## config.mk

```make
export PLATFORM = sky130hd
export DESIGN_NAME = seconds_since_2000_to_calendar
export DESIGN_NICKNAME = d
export VERILOG_FILES = /design/src/design/seccal_pkg.sv /design/src/design/seconds_since_2000_to_calendar.sv
export SDC_FILE = /design/constraint.sdc
export NUM_CORES = 2
export LEC_CHECK = 0
export ABC_AREA = 1
export BUFFER_PORTS_ARGS = -buffer_cell sky130_fd_sc_hd__buf_2
export CAP_MARGIN = 10
export CORE_MARGIN = 2
export CORE_UTILIZATION = 53
export DETAILED_ROUTE_END_ITERATION = 12
export PLACE_DENSITY = 0.66
export SLEW_MARGIN = 0
export SYNTH_ARGS = -nofsm -noshare
export SYNTH_HDL_FRONTEND = slang
export SYNTH_SLANG_ARGS = --single-unit
export TNS_END_PERCENT = 30
```

## constraint.sdc

```tcl
create_clock -name aclk -period 6.87 [get_ports aclk]
set_input_delay 0.3435 -clock aclk [delete_from_list [all_inputs] [get_ports aclk]]
set_output_delay 0.3435 -clock aclk [all_outputs]
set_load 0.01 [all_outputs]
```

## src/design/seccal_pkg.sv

```systemverilog
// Shared widths, constants and reciprocal tables for the seconds-to-calendar converter.
package seccal_pkg;

    localparam int SECS_W  = 32;
    localparam int SEC_W   = 6;
    localparam int MIN_W   = 6;
    localparam int HOUR_W  = 5;
    localparam int DOM_W   = 5;
    localparam int MON_W   = 4;
    localparam int YEAR_W  = 8;
    localparam int WDAY_W  = 3;

    // day split: secs >> 7, then divide by 675 (86400 = 128 * 675)
    localparam int DAY_SHIFT   = 7;
    localparam int DAY_IN_W    = SECS_W - DAY_SHIFT;
    localparam int DAY_K       = 35;
    localparam int RECIP_DAY_W = 26;
    localparam logic [RECIP_DAY_W-1:0] RECIP_DAY =
        RECIP_DAY_W'(((64'd1 << DAY_K) + 64'd674) / 64'd675);
    localparam int DAYS_W = 16;
    localparam int TOD_W  = 17;
    localparam logic [SECS_W-1:0] SECS_PER_DAY = 32'd86400;

    // Julian day number
    localparam int JDN_W = 22;
    localparam logic [JDN_W-1:0] EPOCH_JDN = 22'd2451545;

    // hour of day
    localparam int HOUR_K       = 29;
    localparam int RECIP_HOUR_W = 18;
    localparam logic [RECIP_HOUR_W-1:0] RECIP_HOUR =
        RECIP_HOUR_W'(((64'd1 << HOUR_K) + 64'd3599) / 64'd3600);
    localparam logic [TOD_W-1:0] SECS_PER_HOUR = 17'd3600;

    // minute of hour
    localparam int MSEC_W      = 12;
    localparam int MIN_K       = 18;
    localparam int RECIP_MIN_W = 13;
    localparam logic [RECIP_MIN_W-1:0] RECIP_MIN =
        RECIP_MIN_W'(((64'd1 << MIN_K) + 64'd59) / 64'd60);
    localparam logic [MSEC_W-1:0] SECS_PER_MIN = 12'd60;

    // weekday
    localparam int WEEK_K       = 25;
    localparam int RECIP_WEEK_W = 23;
    localparam logic [RECIP_WEEK_W-1:0] RECIP_WEEK =
        RECIP_WEEK_W'(((64'd1 << WEEK_K) + 64'd6) / 64'd7);
    localparam int WKQ_W = 19;
    localparam logic [JDN_W-1:0] DAYS_PER_WEEK = 22'd7;
    localparam logic [WDAY_W-1:0] WDAY_SUNDAY  = 3'd7;

    // Gregorian correction; the input range keeps alpha within 15..17
    localparam int ALPHA_W = 5;
    localparam int JDN4_W  = JDN_W + 2;
    localparam logic [ALPHA_W-1:0] ALPHA_MIN = 5'd15;
    localparam logic [JDN4_W-1:0] ALPHA_T16 = 24'(7468865 + 16 * 146097);
    localparam logic [JDN4_W-1:0] ALPHA_T17 = 24'(7468865 + 17 * 146097);
    localparam logic [JDN_W-1:0]  B_OFFSET  = 22'd1525;

    // c = (20 b - 2442) / 7305
    localparam int NUMC_W    = 26;
    localparam int C_K       = 39;
    localparam int RECIP_C_W = 27;
    localparam logic [RECIP_C_W-1:0] RECIP_C =
        RECIP_C_W'(((64'd1 << C_K) + 64'd7304) / 64'd7305);
    localparam logic [NUMC_W-1:0] C_SCALE = 26'd20;
    localparam logic [NUMC_W-1:0] C_BIAS  = 26'd2442;
    localparam int C_W = 13;

    // d = c * 1461 / 4
    localparam int D_PROD_W = C_W + 11;
    localparam logic [D_PROD_W-1:0] DAYS_PER_4Y = 24'd1461;
    localparam int BD_W = 9;

    // e = (bd * 10000) / 306001, both constants folded into one reciprocal
    localparam int E_K       = 42;
    localparam int RECIP_E_W = 38;
    localparam logic [RECIP_E_W-1:0] RECIP_E =
        RECIP_E_W'(64'd10000 * (((64'd1 << E_K) + 64'd306000) / 64'd306001));
    localparam int E_W = 4;
    localparam logic [E_W-1:0] MONTH_WRAP = 4'd14;
    localparam logic [E_W-1:0] MONTH_OFS_LO = 4'd1;
    localparam logic [E_W-1:0] MONTH_OFS_HI = 4'd13;
    localparam logic [MON_W-1:0] MONTH_MARCH = 4'd3;

    // floor(306001 * e / 10000)
    localparam logic [BD_W-1:0] DAY_OFFSET [1 << E_W] = '{
        9'd0,   9'd30,  9'd61,  9'd91,  9'd122, 9'd153, 9'd183, 9'd214,
        9'd244, 9'd275, 9'd306, 9'd336, 9'd367, 9'd397, 9'd428, 9'd459
    };

    // c - 4715 - 2000 before March, c - 4716 - 2000 from March on
    localparam logic [C_W-1:0] YEAR_BIAS_EARLY = 13'd6715;
    localparam logic [C_W-1:0] YEAR_BIAS_LATE  = 13'd6716;

    localparam int NUM_STAGES = 8;

endpackage

```

## src/design/seconds_since_2000_to_calendar.sv

```systemverilog
// Top level: pipelined seconds-since-2000 to calendar date and time converter.
//
// Input channel s_*: one word is a 32-bit unsigned count of seconds since
// 2000-01-01 00:00:00 UTC. Result channel m_*: second, minute, hour, day of
// month, month, year since 2000 and weekday (1 Monday .. 7 Sunday).
// Both channels are valid/ready; a word moves when valid and ready are high.
//
// Each accepted word passes through the stage registers in order before m_valid rises.
// Throughput: one word per cycle while the receiver is ready, set by the eight
// register stages; each stage's longest path holds at most one constant multiply,
// and every divide is done by reciprocal multiplication.
//
// Reset (aresetn low, synchronous) clears all stage valid bits; the pipe
// is empty and s_ready is high afterwards.
// Receiver stall: the output stage holds its word; upstream stages keep
// advancing into empty slots, so up to 8 words are taken before s_ready
// drops. Nothing is lost or repeated.
module seconds_since_2000_to_calendar
    import seccal_pkg::*;
(
    input  logic              aclk,
    input  logic              aresetn,
    input  logic              s_valid,
    output logic              s_ready,
    input  logic [SECS_W-1:0] s_seconds_since_epoch,
    output logic              m_valid,
    input  logic              m_ready,
    output logic [SEC_W-1:0]  m_second_of_minute,
    output logic [MIN_W-1:0]  m_minute_of_hour,
    output logic [HOUR_W-1:0] m_hour_of_day,
    output logic [DOM_W-1:0]  m_day_of_month,
    output logic [MON_W-1:0]  m_month_of_year,
    output logic [YEAR_W-1:0] m_year_since_2000,
    output logic [WDAY_W-1:0] m_weekday
);

    localparam int LAST = NUM_STAGES - 1;

    logic [NUM_STAGES-1:0] vld_reg;
    logic [NUM_STAGES-1:0] vld_next;
    logic [NUM_STAGES-1:0] stage_en;

    // ---------------- pipeline control ----------------
    always_comb begin
        stage_en[LAST] = !vld_reg[LAST] || m_ready;
        for (int i = LAST - 1; i >= 0; i--) begin
            stage_en[i] = !vld_reg[i] || stage_en[i+1];
        end
    end

    assign vld_next = {vld_reg[NUM_STAGES-2:0], s_valid};

    always_ff @(posedge aclk) begin
        if (!aresetn) begin
            vld_reg <= '0;
        end else begin
            for (int i = 0; i < NUM_STAGES; i++) begin
                if (stage_en[i]) begin
                    vld_reg[i] <= vld_next[i];
                end
            end
        end
    end

    assign s_ready = stage_en[0];
    assign m_valid = vld_reg[LAST];

    // ---------------- stage 1: days estimate ----------------
    logic [DAY_IN_W+RECIP_DAY_W-1:0] day_prod;
    logic [DAYS_W-1:0]               st1_days_reg;
    logic [SECS_W-1:0]               st1_secs_reg;

    assign day_prod = (DAY_IN_W + RECIP_DAY_W)'(s_seconds_since_epoch[SECS_W-1:DAY_SHIFT])
                    * (DAY_IN_W + RECIP_DAY_W)'(RECIP_DAY);

    always_ff @(posedge aclk) begin
        if (stage_en[0]) begin
            st1_days_reg <= day_prod[DAY_K +: DAYS_W];
            st1_secs_reg <= s_seconds_since_epoch;
        end
    end

    // ---------------- stage 2: time of day, Julian day ----------------
    logic [SECS_W-1:0] day_secs;
    logic [SECS_W-1:0] tod_full;
    logic [TOD_W-1:0]  st2_tod_reg;
    logic [JDN_W-1:0]  st2_jdn_reg;

    assign day_secs = SECS_W'(st1_days_reg) * SECS_PER_DAY;
    assign tod_full = st1_secs_reg - day_secs;

    always_ff @(posedge aclk) begin
        if (stage_en[1]) begin
            st2_tod_reg <= tod_full[TOD_W-1:0];
            st2_jdn_reg <= JDN_W'(st1_days_reg) + EPOCH_JDN;
        end
    end

    // ---------------- stage 3: hour, b, weekday quotient ----------------
    logic [TOD_W+RECIP_HOUR_W-1:0]  hour_prod;
    logic [JDN4_W-1:0]              jdn4;
    logic [ALPHA_W-1:0]             alpha;
    logic [JDN_W-1:0]               jdn1;
    logic [JDN_W+RECIP_WEEK_W-1:0]  wk_prod;
    logic [TOD_W-1:0]               st3_tod_reg;
    logic [HOUR_W-1:0]              st3_hour_reg;
    logic [JDN_W-1:0]               st3_b_reg;
    logic [JDN_W-1:0]               st3_jdn1_reg;
    logic [WKQ_W-1:0]               st3_wkq_reg;

    assign hour_prod = (TOD_W + RECIP_HOUR_W)'(st2_tod_reg)
                     * (TOD_W + RECIP_HOUR_W)'(RECIP_HOUR);
    assign jdn4      = {st2_jdn_reg, 2'b00};
    assign alpha     = ALPHA_MIN + ALPHA_W'(jdn4 >= ALPHA_T16) + ALPHA_W'(jdn4 >= ALPHA_T17);
    assign jdn1      = st2_jdn_reg + JDN_W'(1);
    assign wk_prod   = (JDN_W + RECIP_WEEK_W)'(jdn1) * (JDN_W + RECIP_WEEK_W)'(RECIP_WEEK);

    always_ff @(posedge aclk) begin
        if (stage_en[2]) begin
            st3_tod_reg  <= st2_tod_reg;
            st3_hour_reg <= hour_prod[HOUR_K +: HOUR_W];
            st3_b_reg    <= st2_jdn_reg + JDN_W'(alpha) - JDN_W'(alpha >> 2) + B_OFFSET;
            st3_jdn1_reg <= jdn1;
            st3_wkq_reg  <= wk_prod[WEEK_K +: WKQ_W];
        end
    end

    // ---------------- stage 4: seconds of hour, c numerator, weekday ----------------
    logic [TOD_W-1:0]  hour_secs;
    logic [TOD_W-1:0]  rs_full;
    logic [JDN_W-1:0]  wk_mul;
    logic [JDN_W-1:0]  wr_full;
    logic [WDAY_W-1:0] wr;
    logic [MSEC_W-1:0] st4_rs_reg;
    logic [HOUR_W-1:0] st4_hour_reg;
    logic [NUMC_W-1:0] st4_numc_reg;
    logic [JDN_W-1:0]  st4_b_reg;
    logic [WDAY_W-1:0] st4_wd_reg;

    assign hour_secs = TOD_W'(st3_hour_reg) * SECS_PER_HOUR;
    assign rs_full   = st3_tod_reg - hour_secs;
    assign wk_mul    = JDN_W'(st3_wkq_reg) * DAYS_PER_WEEK;
    assign wr_full   = st3_jdn1_reg - wk_mul;
    assign wr        = wr_full[WDAY_W-1:0];

    always_ff @(posedge aclk) begin
        if (stage_en[3]) begin
            st4_rs_reg   <= rs_full[MSEC_W-1:0];
            st4_hour_reg <= st3_hour_reg;
            st4_numc_reg <= NUMC_W'(st3_b_reg) * C_SCALE - C_BIAS;
            st4_b_reg    <= st3_b_reg;
            st4_wd_reg   <= (wr == '0) ? WDAY_SUNDAY : wr;
        end
    end

    // ---------------- stage 5: minute, c ----------------
    logic [MSEC_W+RECIP_MIN_W-1:0] min_prod;
    logic [NUMC_W+RECIP_C_W-1:0]   c_prod;
    logic [MSEC_W-1:0]             st5_rs_reg;
    logic [MIN_W-1:0]              st5_min_reg;
    logic [HOUR_W-1:0]             st5_hour_reg;
    logic [C_W-1:0]                st5_c_reg;
    logic [JDN_W-1:0]              st5_b_reg;
    logic [WDAY_W-1:0]             st5_wd_reg;

    assign min_prod = (MSEC_W + RECIP_MIN_W)'(st4_rs_reg) * (MSEC_W + RECIP_MIN_W)'(RECIP_MIN);
    assign c_prod   = (NUMC_W + RECIP_C_W)'(st4_numc_reg) * (NUMC_W + RECIP_C_W)'(RECIP_C);

    always_ff @(posedge aclk) begin
        if (stage_en[4]) begin
            st5_rs_reg   <= st4_rs_reg;
            st5_min_reg  <= min_prod[MIN_K +: MIN_W];
            st5_hour_reg <= st4_hour_reg;
            st5_c_reg    <= c_prod[C_K +: C_W];
            st5_b_reg    <= st4_b_reg;
            st5_wd_reg   <= st4_wd_reg;
        end
    end

    // ---------------- stage 6: second, b - d ----------------
    logic [MSEC_W-1:0]   min_secs;
    logic [MSEC_W-1:0]   sec_full;
    logic [D_PROD_W-1:0] d_prod;
    logic [JDN_W-1:0]    bd_full;
    logic [SEC_W-1:0]    st6_sec_reg;
    logic [MIN_W-1:0]    st6_min_reg;
    logic [HOUR_W-1:0]   st6_hour_reg;
    logic [WDAY_W-1:0]   st6_wd_reg;
    logic [C_W-1:0]      st6_c_reg;
    logic [BD_W-1:0]     st6_bd_reg;

    assign min_secs = MSEC_W'(st5_min_reg) * SECS_PER_MIN;
    assign sec_full = st5_rs_reg - min_secs;
    assign d_prod   = D_PROD_W'(st5_c_reg) * DAYS_PER_4Y;
    assign bd_full  = st5_b_reg - d_prod[D_PROD_W-1:2];

    always_ff @(posedge aclk) begin
        if (stage_en[5]) begin
            st6_sec_reg  <= sec_full[SEC_W-1:0];
            st6_min_reg  <= st5_min_reg;
            st6_hour_reg <= st5_hour_reg;
            st6_wd_reg   <= st5_wd_reg;
            st6_c_reg    <= st5_c_reg;
            st6_bd_reg   <= bd_full[BD_W-1:0];
        end
    end

    // ---------------- stage 7: e ----------------
    logic [BD_W+RECIP_E_W-1:0] e_prod;
    logic [SEC_W-1:0]          st7_sec_reg;
    logic [MIN_W-1:0]          st7_min_reg;
    logic [HOUR_W-1:0]         st7_hour_reg;
    logic [WDAY_W-1:0]         st7_wd_reg;
    logic [C_W-1:0]            st7_c_reg;
    logic [BD_W-1:0]           st7_bd_reg;
    logic [E_W-1:0]            st7_e_reg;

    assign e_prod = (BD_W + RECIP_E_W)'(st6_bd_reg) * (BD_W + RECIP_E_W)'(RECIP_E);

    always_ff @(posedge aclk) begin
        if (stage_en[6]) begin
            st7_sec_reg  <= st6_sec_reg;
            st7_min_reg  <= st6_min_reg;
            st7_hour_reg <= st6_hour_reg;
            st7_wd_reg   <= st6_wd_reg;
            st7_c_reg    <= st6_c_reg;
            st7_bd_reg   <= st6_bd_reg;
            st7_e_reg    <= e_prod[E_K +: E_W];
        end
    end

    // ---------------- stage 8: output word ----------------
    logic [BD_W-1:0]   dom_full;
    logic [E_W-1:0]    mon_e;
    logic [MON_W-1:0]  mon;
    logic [C_W-1:0]    yr_full;
    logic [SEC_W-1:0]  st8_sec_reg;
    logic [MIN_W-1:0]  st8_min_reg;
    logic [HOUR_W-1:0] st8_hour_reg;
    logic [DOM_W-1:0]  st8_dom_reg;
    logic [MON_W-1:0]  st8_mon_reg;
    logic [YEAR_W-1:0] st8_year_reg;
    logic [WDAY_W-1:0] st8_wd_reg;

    assign dom_full = st7_bd_reg - DAY_OFFSET[st7_e_reg];
    assign mon_e    = (st7_e_reg < MONTH_WRAP) ? (st7_e_reg - MONTH_OFS_LO)
                                               : (st7_e_reg - MONTH_OFS_HI);
    assign mon      = MON_W'(mon_e);
    assign yr_full  = (mon < MONTH_MARCH) ? (st7_c_reg - YEAR_BIAS_EARLY)
                                          : (st7_c_reg - YEAR_BIAS_LATE);

    always_ff @(posedge aclk) begin
        if (stage_en[7]) begin
            st8_sec_reg  <= st7_sec_reg;
            st8_min_reg  <= st7_min_reg;
            st8_hour_reg <= st7_hour_reg;
            st8_dom_reg  <= dom_full[DOM_W-1:0];
            st8_mon_reg  <= mon;
            st8_year_reg <= yr_full[YEAR_W-1:0];
            st8_wd_reg   <= st7_wd_reg;
        end
    end

    assign m_second_of_minute = st8_sec_reg;
    assign m_minute_of_hour   = st8_min_reg;
    assign m_hour_of_day      = st8_hour_reg;
    assign m_day_of_month     = st8_dom_reg;
    assign m_month_of_year    = st8_mon_reg;
    assign m_year_since_2000  = st8_year_reg;
    assign m_weekday          = st8_wd_reg;

endmodule

```

# Word level (Yosys, flattened, before mapping)
# Memories as Yosys holds them, arrays and structs flattened.
# Cells that the tools add are included.
[word_totals] reg_bits=349 elab_cells=106 out_inout_bits=39 mem_bits_ro=144 in_bits=36 memories=1
[classes] n_lt_le_gt_ge=5 add_sub_neg=18 muxes=4 n_mul=12 n_bitwise=1 reduce_logical=17
[memory_table] memory="(name not given)" depth=16 word_bits=9 read_ports=1 rd_ports_with_merged_regs=0 write_ports=0 line_no="seconds_since_2000_to_calendar.sv:245" source="assign dom_full = st7_bd_reg - DAY_OFFSET[st7_e_reg];"
[op_table] operator="multiplier 25 x 26 -> 51 bit (second input constant)" count=1
[op_table] operator="multiplier 26 x 26 -> 51 bit (second input constant)" count=1
[op_table] operator=">= comparator 24 bit (second input constant)" count=2
[op_table] operator="multiplier 22 x 23 -> 44 bit (second input constant)" count=1
[op_table] operator="multiplier 9 x 34 -> 42 bit (second input constant)" count=1
[op_table] operator="multiplier 17 x 18 -> 34 bit (second input constant)" count=1
[op_table] operator="subtractor 26 x 12 -> 26 bit (second input constant)" count=1
[op_table] operator="multiplier 22 x 3 -> 24 bit (second input constant)" count=1
[op_table] operator="multiplier 12 x 12 -> 23 bit (second input constant)" count=1
[op_table] operator="adder 16 x 22 -> 22 bit (second input constant)" count=1
[op_table] operator="adder 22 x 1 -> 22 bit (second input constant)" count=1
[op_table] operator="adder 22 x 11 -> 22 bit (second input constant)" count=1
[op_table] operator="adder 22 x 5 -> 22 bit" count=1
[op_table] operator="subtractor 22 x 3 -> 22 bit" count=1
[op_table] operator="multiplier 19 x 3 -> 3 bit (second input constant)" count=1
[op_table] operator="subtractor 17 bit" count=1
[op_table] operator="multiplier 16 x 10 -> 10 bit (second input constant)" count=1
[op_table] operator="subtractor 8 x 6 -> 8 bit (second input constant)" count=2
[op_table] operator="multiplier 13 x 11 -> 11 bit (second input constant)" count=1
[op_table] operator="subtractor 12 bit" count=1
[op_table] operator="two-way mux 5 bit" count=2
[op_table] operator="subtractor 9 bit" count=1
[op_table] operator="logical NOT 1 bit" count=8
[op_table] operator="logical OR 1 bit" count=8
[op_table] operator="other kinds (16)" count=16

# Longest topological paths before layout
[logic_depth] depth_word=9 ltp_mapped=31 mapped_depth_nobuf=31

# Least setup slack after synthesis
# Ideal clock, no wire load.
[synth_timing] path_kind="reg-to-reg" from="register vld_reg[7]" to="register st1_days_reg[0], enable pin" period_less_slack_ps=6457 t_arrival_ps=6063 setup_ps=394 required_time_ps=6476 path_buffers=0 path_stages_with_launch=14 slack_ps=413 path_cell_list="dfxtp_1 -> inv_1 -> nor2_1 -> inv_1 -> nor2_1 -> inv_1 -> nor2_1 -> inv_1 -> nor2_1 -> inv_1 -> nor2_1 -> nand2_1 -> nor2_1 -> nand2_1"
[synth_via] elab_chain_len=9
[synth_lines] element="start, declared" line_no="seconds_since_2000_to_calendar.sv:39" source="logic [NUM_STAGES-1:0] vld_reg;"
[synth_lines] element="start signal, assigned by index" line_no="seconds_since_2000_to_calendar.sv:59" source="vld_reg[i] <= vld_next[i];"
[synth_lines] element="logical NOT 1 bit" line_no="seconds_since_2000_to_calendar.sv:45" source="stage_en[LAST] = !vld_reg[LAST] || m_ready;"
[synth_lines] element="logical OR 1 bit" line_no="seconds_since_2000_to_calendar.sv:45"
[synth_lines] element="net stage_en[7]" line_no="seconds_since_2000_to_calendar.sv:41" source="logic [NUM_STAGES-1:0] stage_en;"
[synth_lines] element="logical OR 1 bit" line_no="seconds_since_2000_to_calendar.sv:47" source="stage_en[i] = !vld_reg[i] || stage_en[i+1];"
[synth_lines] element="net stage_en[6]" line_no="seconds_since_2000_to_calendar.sv:41"
[synth_lines] element="logical OR 1 bit" line_no="seconds_since_2000_to_calendar.sv:47"
[synth_lines] element="net stage_en[5]" line_no="seconds_since_2000_to_calendar.sv:41"
[synth_lines] element="logical OR 1 bit" line_no="seconds_since_2000_to_calendar.sv:47"
[synth_lines] element="net stage_en[4]" line_no="seconds_since_2000_to_calendar.sv:41"
[synth_lines] element="logical OR 1 bit (2 in series)" line_no="seconds_since_2000_to_calendar.sv:47"
[synth_lines] element="net stage_en[2]" line_no="seconds_since_2000_to_calendar.sv:41"
[synth_lines] element="logical OR 1 bit (2 in series)" line_no="seconds_since_2000_to_calendar.sv:47"
[synth_lines] element="net s_ready" line_no="seconds_since_2000_to_calendar.sv:24" source="output logic s_ready,"
[synth_lines] element="end signal, assigned" line_no="seconds_since_2000_to_calendar.sv:78" source="st1_days_reg <= day_prod[DAY_K +: DAYS_W];"
[synth_lines] element="end, declared" line_no="seconds_since_2000_to_calendar.sv:70" source="logic [DAYS_W-1:0] st1_days_reg;"
# The timed path passes the listed nets, and every way through them passes these cells.
# A chain may end at the register's enable or synchronous reset.

# Worst setup path after layout
[layout_timing] from="register st4_numc_reg[13]" to="register st5_c_reg[9], data pin"
[layout_via] elab_chain_len=1
[layout_lines] element="start, declared" line_no="seconds_since_2000_to_calendar.sv:136" source="logic [NUMC_W-1:0] st4_numc_reg;"
[layout_lines] element="start signal, assigned" line_no="seconds_since_2000_to_calendar.sv:150" source="st4_numc_reg <= NUMC_W'(st3_b_reg) * C_SCALE - C_BIAS;"
[layout_lines] element="multiplier 26 x 26 -> 51 bit" line_no="seconds_since_2000_to_calendar.sv:167" source="assign c_prod = (NUMC_W + RECIP_C_W)'(st4_numc_reg) * (NUMC_W + RECIP_C_W)'(RECIP_C);"
[layout_lines] element="net c_prod[48]" line_no="seconds_since_2000_to_calendar.sv:158" source="logic [NUMC_W+RECIP_C_W-1:0] c_prod;"
[layout_lines] element="end signal, assigned" line_no="seconds_since_2000_to_calendar.sv:174" source="st5_c_reg <= c_prod[C_K +: C_W];"
[layout_lines] element="end, declared" line_no="seconds_since_2000_to_calendar.sv:162" source="logic [C_W-1:0] st5_c_reg;"
# The timed path passes the listed nets, and every way through them passes these cells.

==> results.py <==
metrics = {
    "outcome": {
        "status": "finished, final reports clean",
    },
    "synth": {
        "ys_async_sr_fraction_pct": 0,
        "synth_most_common_cell": "inv_1",
        "syn_area_per_cell_um2": 9.63,
        "synthCells": 5526,
        "synth_top_area_share_pct": 26.9,
        "ys_ff_latch": 323,
        "ys.flop_type": "edfxtp_1",
        "synth_nets": 7407,
        "synth_edf_count": 315,
        "synth_warnings": 0,
        "synth_area_mm2": 0.0532,
        "synth_largest_area_cell": "fa_1",
        "ys_seq_area_share_pct": 18.1,
        "synth_cell_types": 52,
        "synthTopCellsByArea": "fa_1, ha_1, edfxtp_1",
        "synthTopCellsByCount": "inv_1, ha_1, fa_1",
    },
    "floorplan": {
        "fp.coreArea_mm2": 0.0999,
        "die_y_um": 321,
        "rows": 116,
        "io_pins": 75,
        "start_util_pct": 53.3,
        "die_area_mm2": 0.103,
        "die_x_um": 321,
    },
    "routing": {
        "routed_via_density": 5.13,
        "route.vias.total": 36000,
        "first_pass_iters": 5,
        "drtIter0Drc": 1805,
        "wl_um": 121000,
        "antenna_left": 0,
        "route.detailed.drc": 0,
        "wl_per_cell_um": 17.2,
    },
    "cells_and_area": {
        "fillers": 8833,
        "drive_gt1_share_pct": 3.68,
        "final_core_util_pct": 57.1,
        "nets": 7561,
        "largest_reg_flops": 24,
        "diodes": 0,
        "area_growth_pct": 7.02,
    },
    "setup_path": {
        "end_kind": "flop",
        "reg2regPathDepth": 22,
        "slowest_stage": "edfxtp_1",
        "r2r-start": "st4_numc_reg[13]$_DFFE_PP_",
        "critPathLaunchType": "flop",
        "crit_chain": "fa_1 -> inv_1 -> fa_1 -> fa_1 -> inv_1 -> fa_1 -> inv_1 -> fa_1 -> inv_1 -> fa_1 -> inv_1 -> fa_1 -> inv_1 -> ha_1 -> nand2_1 -> nor2_1 -> nand2_1 -> nor2_1 -> nand3_1 -> nand3_1 -> a21oi_1 -> xnor2_1",
        "crit_path_max_fanout": 11,
        "path_common_cell": "fa_1",
        "critPathArrivalTime_ns": 6.73,
        "r2r-end": "st5_c_reg[9]$_DFFE_PP_",
        "path_class": "flop to flop",
        "cp_data_required_time_ns": 7.18,
        "r2r_slack_ns": 0.45,
        "critPathMaxStageDelay_ns": 0.80,
    },
    "clocking": {
        "clk_latency_ns": 0.58,
        "cts_htree_levels": 2,
        "clockBufferDepth": 3,
        "post_cts_buffers": 0,
        "cts-buffers-inserted": 39,
        "path_clk_slew_ns": 0.06,
        "clock_sinks": 323,
        "cts_tree": "built",
        "cts-root-buf": "clkbuf_16",
    },
    "job": {
        "drv_cap": 0,
    },
    "placed_design": {
        "dpl.hpwl_um": 106000,
        "io_buffers": 74,
        "gp_congestion": 0.952,
    },
    "sta": {
        "fin_crit_sh_pct": 93.4,
        "rsz0062_at_grt": "false",
        "fin_tns_setup_ns": 0,
        "skew_ns": 0.0283,
        "worst_slew_pin_slew_ns": 0.794,
        "fmax_mhz": 156,
        "finalCriticalPeriod_ns": 6.42,
        "whs_ns": 0.185,
        "final_hold_viol_count": 0,
        "max_slew_margin_pct": 46.6,
        "setup_violations": 0,
        "maxSlewViolCount": 0,
    },
    "grt": {
        "grt_max_degree": 51,
        "antenna_found_initial": 1,
        "grt_util_all_layers_pct": 24.2,
        "grt_pass1_vias": 38600,
        "grt_pass1_wl_um": 197000,
        "grt_overflow": 0,
    },
    "worst_hold_path": {
        "holdPathStages": 3,
        "hold_end": "vld_reg[0]$_SDFFE_PN0P_",
        "hold_path.startpoint": "s_valid",
        "hp-class": "primary input to flop",
    },
}
==> logic make-up (layout without fill, tap and decap cells) <==
kind of cell / Yosys count / in the layout / synth area share [%]
buffers and inverters: 1572 / 1757 / 11.1
AOI/OAI and AO/OA: 541 / 541 / 5.65
adders and majority gates: 1845 / 1845 / 53.5
DFF: 323 / 323 / 18.1
xor gates and xnor gates: 207 / 207 / 3.47
and+or+nand+nor: 1038 / 1038 / 8.26
==> critical path: cells and delay by family (launching register included) <==
| family | cells | cell delay [ns] |
|---|---|---|
| AOI/OAI and AO/OA | 1 | 0.12 |
| xor gates and xnor gates | 1 | 0.13 |
| adders and majority gates | 8 | 3.92 |
| buffers and inverters | 6 | 0.35 |
| DFF | 1 | 0.80 |
| and+or+nand+nor | 6 | 0.83 |
==> cell usage in the layout, fill, tap and decap left out, types with 9 or more instances in the layout <==
master and instances:
a21oi_1 269, clkbuf_16 40, a21boi_0 11, edfxtp_1 315, nor3_1 26, o21a_1 9, buf_4 33, nor2_1 231
nand4_1 43, a21o_1 31, inv_1 1561, fa_1 716, buf_2 74, nand2_1 561, ha_1 1129, a31oi_1 24
o21ai_0 147, nand3_1 113, nand3b_1 9, o21bai_1 19, xor2_1 134, xnor2_1 69, nor4_1 19
==> routing by layer <==
metal | vias to the layer above | global-route usage, % | part of all wire, %
met5 | - | 0 | 0.013
met4 | 2 | 8.40 | 3.7
met1 | 17300 | 30.7 | 43
met2 | 721 | 42.5 | 49
met3 | 219 | 3.30 | 4.4
li1 | 17700 | - | -
==> cell type report <==
cell class	count	area, um2	share of cell area, %
Tap cell	1298	1620	2.85
Multi-Input combinational cell	3631	37700	66.2
Clock inverter	27	365	0.641
Clock buffer	45	1040	1.83
Inverter	1570	5890	10.3
Sequential cell	323	9620	16.9
Timing Repair Buffer	115	698	1.23
==> worst max-delay path by stage <==
| stage | from | end | slack, ns | depth (start not counted) |
|---|---|---|---|---|
| finish | st4_numc_reg[13]$_DFFE_PP_ | st5_c_reg[9]$_DFFE_PP_ | 0.45 | 22 |
| global placement | st2_jdn_reg[0]$_DFFE_PP_ | st3_wkq_reg[1]$_DFFE_PP_ | 0.40 | 28 |
| floorplan | vld_reg[7]$_SDFFE_PN0P_ | st1_days_reg[0]$_DFFE_PP_ | 0.41 | 13 |
| CTS | st2_jdn_reg[0]$_DFFE_PP_ | st3_wkq_reg[1]$_DFFE_PP_ | 0.39 | 26 |
| global route | st2_jdn_reg[0]$_DFFE_PP_ | st3_wkq_reg[1]$_DFFE_PP_ | 0.03 | 26 |
| detailed placement | st2_jdn_reg[0]$_DFFE_PP_ | st3_wkq_reg[1]$_DFFE_PP_ | 0.42 | 26 |
==> repair_timing <==
| item | CTS | global route |
|---|---|---|
| endpoints found under the hold margin | 8 | 0 |
| endpoints found under the setup margin | 0 | 2 |
| hold buffers | 8 | 0 |
| gates resized for setup | 0 | 3 |
==> per-stage QoR <==
stage               std cells  setup WS [ns]  area, um2
global route             7009         0.0264      57000
CTS                      7009          0.388      56900
floorplan                5526          0.413      53200
global placement         6929          0.399      55500
detailed placement       6929          0.415      55500
finish                   7009          0.454      57000
Power is not shown: default switching activity piles up to over one toggle a cycle in this logic, so the estimate is an artifact.
